===== config.mk =====
export PLATFORM = sky130hd
export DESIGN_NAME = tcpq_queue
export DESIGN_NICKNAME = d
export VERILOG_FILES = /design/src/design/tcpq_pkg.sv /design/src/design/tcpq_cell.sv /design/src/design/tcpq_queue.sv
export SDC_FILE = /design/constraint.sdc
export NUM_CORES = 2
export LEC_CHECK = 0
export BUFFER_PORTS_ARGS = -buffer_cell sky130_fd_sc_hd__buf_2
export CAP_MARGIN = 10
export CORE_AREA = 5 5 365 367
export DETAILED_ROUTE_END_ITERATION = 7
export DIE_AREA = 0 0 370 372
export PLACE_DENSITY = 0.54
export SYNTH_ARGS = -nofsm -noshare
export SYNTH_HDL_FRONTEND = slang
export SYNTH_SLANG_ARGS = --single-unit

===== constraint.sdc =====
create_clock -name clk_i -period 15.1 [get_ports clk_i]
set_clock_uncertainty 0.2 [all_clocks]
set_input_delay 2.265 -clock clk_i [delete_from_list [all_inputs] [get_ports clk_i]]
set_output_delay 2.265 -clock clk_i [all_outputs]
set_load 0.01 [all_outputs]

===== src/design/tcpq_pkg.sv =====
// Package for the two-class sorted priority queue.
// Holds the beat types, the queue control struct, field widths and codes.
// No dependencies.
package tcpq_pkg;

  localparam int unsigned DATE_W     = 16;
  localparam int unsigned SLOT_W     = 8;
  localparam int unsigned ARRIVAL_W  = 17;
  localparam int unsigned ID_W       = 16;
  localparam int unsigned STATUS_W   = 2;
  localparam int unsigned COUNT_W    = 5;
  localparam int unsigned APPT_KEY_W = DATE_W + SLOT_W + ARRIVAL_W;
  localparam int unsigned WALK_KEY_W = DATE_W + ARRIVAL_W;

  localparam logic MODE_INSERT = 1'b0;
  localparam logic MODE_REMOVE = 1'b1;

  localparam logic SEL_APPT   = 1'b0;
  localparam logic SEL_WALKIN = 1'b1;

  localparam logic [STATUS_W-1:0] ST_DONE  = 2'd0;
  localparam logic [STATUS_W-1:0] ST_EMPTY = 2'd1;
  localparam logic [STATUS_W-1:0] ST_FULL  = 2'd2;

  typedef struct packed {
    logic                 mode;
    logic                 has_appointment;
    logic                 queue_select;
    logic [DATE_W-1:0]    visit_date;
    logic [SLOT_W-1:0]    slot_number;
    logic [ARRIVAL_W-1:0] arrival_second;
    logic [ID_W-1:0]      person_id;
  } in_beat_t;

  typedef struct packed {
    logic [STATUS_W-1:0] status;
    logic [ID_W-1:0]     removed_id;
    logic [COUNT_W-1:0]  appointment_count;
    logic [COUNT_W-1:0]  walkin_count;
  } out_beat_t;

  typedef struct packed {
    logic ins;
    logic pop;
  } tcpq_ctl_t;

endpackage


===== src/design/tcpq_cell.sv =====
// One cell of a sorted shift-register queue: holds one key and identifier.
// Depends on tcpq_pkg.
module tcpq_cell import tcpq_pkg::*; #(
  parameter int unsigned KEY_W = 33
) (
  input  logic             clk_i,
  input  tcpq_ctl_t        ctl_i,
  input  logic             valid_i,
  input  logic             left_valid_i,
  input  logic             left_gt_i,
  input  logic [KEY_W-1:0] left_key_i,
  input  logic [ID_W-1:0]  left_id_i,
  input  logic [KEY_W-1:0] right_key_i,
  input  logic [ID_W-1:0]  right_id_i,
  input  logic [KEY_W-1:0] new_key_i,
  input  logic [ID_W-1:0]  new_id_i,
  output logic             gt_o,
  output logic [KEY_W-1:0] key_o,
  output logic [ID_W-1:0]  id_o
);

  logic [KEY_W-1:0] key_q, key_d;
  logic [ID_W-1:0]  id_q, id_d;

  assign gt_o = valid_i && (key_q > new_key_i);

  always_comb begin
    key_d = key_q;
    id_d  = id_q;
    if (ctl_i.pop) begin
      key_d = right_key_i;
      id_d  = right_id_i;
    end else if (ctl_i.ins) begin
      if (left_gt_i) begin
        key_d = left_key_i;
        id_d  = left_id_i;
      end else if ((gt_o || !valid_i) && left_valid_i) begin
        key_d = new_key_i;
        id_d  = new_id_i;
      end
    end
  end

  always_ff @(posedge clk_i) begin
    key_q <= key_d;
    id_q  <= id_d;
  end

  assign key_o = key_q;
  assign id_o  = id_q;

endmodule


===== src/design/tcpq_queue.sv =====
// One sorted queue: a row of tcpq_cell instances and the fill counter.
// Depends on tcpq_pkg and tcpq_cell.
module tcpq_queue import tcpq_pkg::*; #(
  parameter int unsigned DEPTH = 16,
  parameter int unsigned KEY_W = 33,
  localparam int unsigned FILL_W = $clog2(DEPTH + 1)
) (
  input  logic              clk_i,
  input  logic              rst_ni,
  input  tcpq_ctl_t         ctl_i,
  input  logic [KEY_W-1:0]  key_i,
  input  logic [ID_W-1:0]   id_i,
  output logic              full_o,
  output logic              empty_o,
  output logic [ID_W-1:0]   head_id_o,
  output logic [FILL_W-1:0] fill_o,
  output logic [FILL_W-1:0] fill_nxt_o
);

  logic [FILL_W-1:0] fill_q, fill_d;
  tcpq_ctl_t         cell_ctl;

  logic [KEY_W-1:0] key_w   [DEPTH];
  logic [ID_W-1:0]  id_w    [DEPTH];
  logic             gt_w    [DEPTH];
  logic             valid_w [DEPTH];

  assign full_o  = (fill_q == FILL_W'(DEPTH));
  assign empty_o = (fill_q == '0);

  assign cell_ctl.ins = ctl_i.ins && !full_o;
  assign cell_ctl.pop = ctl_i.pop && !empty_o;

  always_comb begin
    fill_d = fill_q;
    if (cell_ctl.ins) begin
      fill_d = fill_q + FILL_W'(1);
    end else if (cell_ctl.pop) begin
      fill_d = fill_q - FILL_W'(1);
    end
  end

  always_ff @(posedge clk_i or negedge rst_ni) begin
    if (!rst_ni) begin
      fill_q <= '0;
    end else begin
      fill_q <= fill_d;
    end
  end

  for (genvar i = 0; i < DEPTH; i++) begin : g_cell
    logic             left_valid;
    logic             left_gt;
    logic [KEY_W-1:0] left_key;
    logic [ID_W-1:0]  left_id;
    logic [KEY_W-1:0] right_key;
    logic [ID_W-1:0]  right_id;

    assign valid_w[i] = (FILL_W'(i) < fill_q);

    if (i == 0) begin : g_head
      assign left_valid = 1'b1;
      assign left_gt    = 1'b0;
      assign left_key   = key_i;
      assign left_id    = id_i;
    end else begin : g_body
      assign left_valid = valid_w[i-1];
      assign left_gt    = gt_w[i-1];
      assign left_key   = key_w[i-1];
      assign left_id    = id_w[i-1];
    end

    if (i == DEPTH - 1) begin : g_tail
      assign right_key = key_w[i];
      assign right_id  = id_w[i];
    end else begin : g_next
      assign right_key = key_w[i+1];
      assign right_id  = id_w[i+1];
    end

    tcpq_cell #(
      .KEY_W(KEY_W)
    ) u_cell (
      .clk_i       (clk_i),
      .ctl_i       (cell_ctl),
      .valid_i     (valid_w[i]),
      .left_valid_i(left_valid),
      .left_gt_i   (left_gt),
      .left_key_i  (left_key),
      .left_id_i   (left_id),
      .right_key_i (right_key),
      .right_id_i  (right_id),
      .new_key_i   (key_i),
      .new_id_i    (id_i),
      .gt_o        (gt_w[i]),
      .key_o       (key_w[i]),
      .id_o        (id_w[i])
    );
  end

  assign head_id_o  = id_w[0];
  assign fill_o     = fill_q;
  assign fill_nxt_o = fill_d;

endmodule


==> out/qor.json <==
{
  "critical_path": {
    "critical_path_class": "reg -> out",
    "crit_path_max_fanout": 12,
    "crit_arrival_ns": 5.14,
    "worst_setup_path_end_kind": "primary output",
    "critPathLaunchType": "register",
    "cp_data_required_time_ns": 12.64
  },
  "floorplanning": {
    "design.portCount": 81,
    "start_util_pct": 39.9,
    "dieHeight_um": 372,
    "placeableCoreArea_um2": 129000,
    "floorplan.die_area_um2": 138000,
    "chipWidth_um": 370,
    "placementRows": 132
  },
  "clock_network": {
    "post_cts_resize_count": 0,
    "clkSlewWorstSetupHoldPaths_ns": 0.06,
    "tritoncts": "done",
    "h-tree-depth": 3,
    "clockBufferDepth": 3,
    "post_cts.repair.setup_buffers": 0,
    "clkSinkCount": 789,
    "cts_hold_buffers": 0,
    "clock_latency_ns": 0.77,
    "cts_inserted_buffers": 95,
    "clk_root_buffer_cell": "clkbuf_16"
  },
  "place": {
    "portBuffers": 80,
    "dp_hpwl_um": 139000,
    "area_after_detailed_placement_um2": 53800,
    "gp_congestion": 0.928
  },
  "logic_synthesis": {
    "synth.avg_cell_area_um2": 9.91,
    "netlist_area_um2": 51500,
    "syn_nets": 5782,
    "synth-seq-cells": 789,
    "ffs_w_async_s_r_synth_pct": 0.634,
    "synth_enable_flop_cells": 784,
    "synthTopCellsByArea": "edfxtp_1 (46%), ha_1 (13%), a221o_1 (8.7%)",
    "synth_warnings": 0,
    "yosys.area.top_type_share_pct": 45.7,
    "synth_top_flop_cell": "edfxtp_1",
    "synth_cells": 5198,
    "ys_seq_area_share_pct": 46.0,
    "post_synth_num_cell_types": 72,
    "synthDominantAreaCellType": "edfxtp_1"
  },
  "finish": {
    "area_used_by_sequential_logic_in_the_layout_um2": 23700,
    "area_growth_syn_to_layout_pct": 10.4,
    "most_common_library_cell_in_the_layout_ignoring_fill_and_taps": "edfxtp_1",
    "final_net_count": 5660,
    "fillCellCount": 12500,
    "drive_above_1_share_pct": 8.62,
    "most-common-layout-cells": "edfxtp_1 (784), nand2_1 (762), ha_1 (531)",
    "multi_input_comb_area_um2": 26200,
    "finalInstanceArea_um2": 56900
  },
  "global_route": {
    "overflow": 0,
    "via_count_of_the_first_global_routing_pass": 42700,
    "wire_length_of_the_first_global_routing_pass_um": 305000,
    "groute.usage.overall_pct": 30.0,
    "grt_start_max_net_pins": 143,
    "antenna_found_initial": 10
  },
  "routing": {
    "drc": 0,
    "antenna_left": 0,
    "routed_wire_per_std_cell_um": 30.9,
    "routed_wl_um": 213000,
    "dr.first_iter.drc_count": 6198,
    "dr.pass1.iters": 6,
    "vias_per_cell": 6.59,
    "vias_after_detailed_routing": 45500
  },
  "timing": {
    "worst-slew-pin-transition_ns": 1.49,
    "finalSetupViolCount": 0,
    "tns_ns": 0,
    "grt_setup_unrepaired": "no",
    "max_slew_margin_pct": 0.654,
    "hold_viol": 0,
    "slew_violations": 0,
    "tmin_final_ns": 7.60,
    "fmax_mhz": 132,
    "layout_worst_path_cycle_share_pct": 50.3
  },
  "power_and_ir_drop": {
    "cellLeakagePower_uw": 0.0219,
    "maximum_vdd_drop_mv": 0.182,
    "powerDensity_nw_per_um2": 245
  },
  "hold_path": {
    "min_path_type": "reg -> reg"
  },
  "outcome": {
    "status": "complete, but fails checks",
    "violations": "capacitance limit"
  },
  "run": {
    "max_cap_violations": 1
  }
}
state kept, by name (all words and copies together), names as in the netlist:
register / flops
fill_o: 5
g_cell.u_cell.key_o: 528
g_cell.u_cell.id_o: 256
synthesized netlist by cell type, drive strengths merged (23+ instances only):
library cell,count
edfxtp,784
nand2,765
ha,531
nor2,512
a221o,446
clkbuf,349
o21ai,332
nand3,291
nand4,290
a21oi,208
nor3,88
a21o,86
inv,78
buf,77
a31oi,56
mux2,49
a221oi,25
a211oi,23
metrics by stage:
step	power (uW)	hold slack, ns	utilization, %	setup WS, ns	instances
after global placement	11300	0.298	41.6	6.70	6719
after CTS	13700	0.297	44.0	7.59	6891
after detailed placement	11400	0.307	41.6	7.01	6720
after global routing	14500	0.330	44.0	7.40	6892
final	13900	0.292	44.0	7.50	6894
after floorplan	8550	0.295	-	7.63	5198
cell families (layout without fill, tap and decap cells):
| kind of cell | after synthesis | after routing | synth area share (%) |
|---|---|---|---|
| and+or+nand+nor | 2046 | 2046 | 17.9 |
| AOI/OAI and AO/OA | 1274 | 1274 | 18.2 |
| DFF | 789 | 789 | 46.0 |
| adders and majority gates | 531 | 531 | 12.9 |
| buffers and inverters | 505 | 457 | 3.90 |
| muxes | 50 | 50 | 1.09 |
| xor gates and xnor gates | 3 | 3 | 0.0510 |
| other | 0 | 2 | 0 |
report_power, final:
group          switching [uW]  internal [uW]
combinational            4570           1910
sequential               1040           4070
clock                    1040           1300
critical path, stage by stage (launching register included):
cell and delay [ns]:
dfrtp_1 0.73, clkinv_1 0.58, ha_1 0.42, nand2b_1 0.34, nor3b_1 0.29, nor2b_1 0.61, buf_4 0.39, nor4_1 0.08
a21oi_1 0.55, xnor2_1 0.22, buf_2 0.17
area by class of cell:
class | count | area share, %
clock inverter | 59 | 1.11
timing repair buffer | 207 | 2.44
clock buffer | 112 | 4.29
tap | 1742 | 3.83
antenna | 2 | 0.00880
inverter | 79 | 0.522
multi-input combinational | 3904 | 46.2
sequential | 789 | 41.6
routing by layer:
| metal | global-route usage, % | routed length (um) |
|---|---|---|
| met1 | 40.9 | 87300 |
| met2 | 45.6 | 92200 |
| met3 | 5.97 | 21700 |
| met4 | 14.7 | 11800 |
| met5 | 0 | 0 |
final timing paths:
path / end / from / slack [ns] / cells after the start
setup / recovery: fill_nxt_o[3] / fill_o[1] / 7.50 / 10
hold / removal: g_cell[14].u_cell.id_o[5] / g_cell[15].u_cell.id_o[5] / 0.29 / 2
setup reg to reg: g_cell[13].u_cell.key_o[12] / fill_o[1] / 8.13 / 13
hold reg to reg: g_cell[14].u_cell.id_o[5] / g_cell[15].u_cell.id_o[5] / 0.29 / 2
max in group asynchronous: fill_o[0] / rst_ni / 13.41 / 1
min in group asynchronous: fill_o[3] / rst_ni / 1.14 / 1
Power figures use the tool's default switching activity.
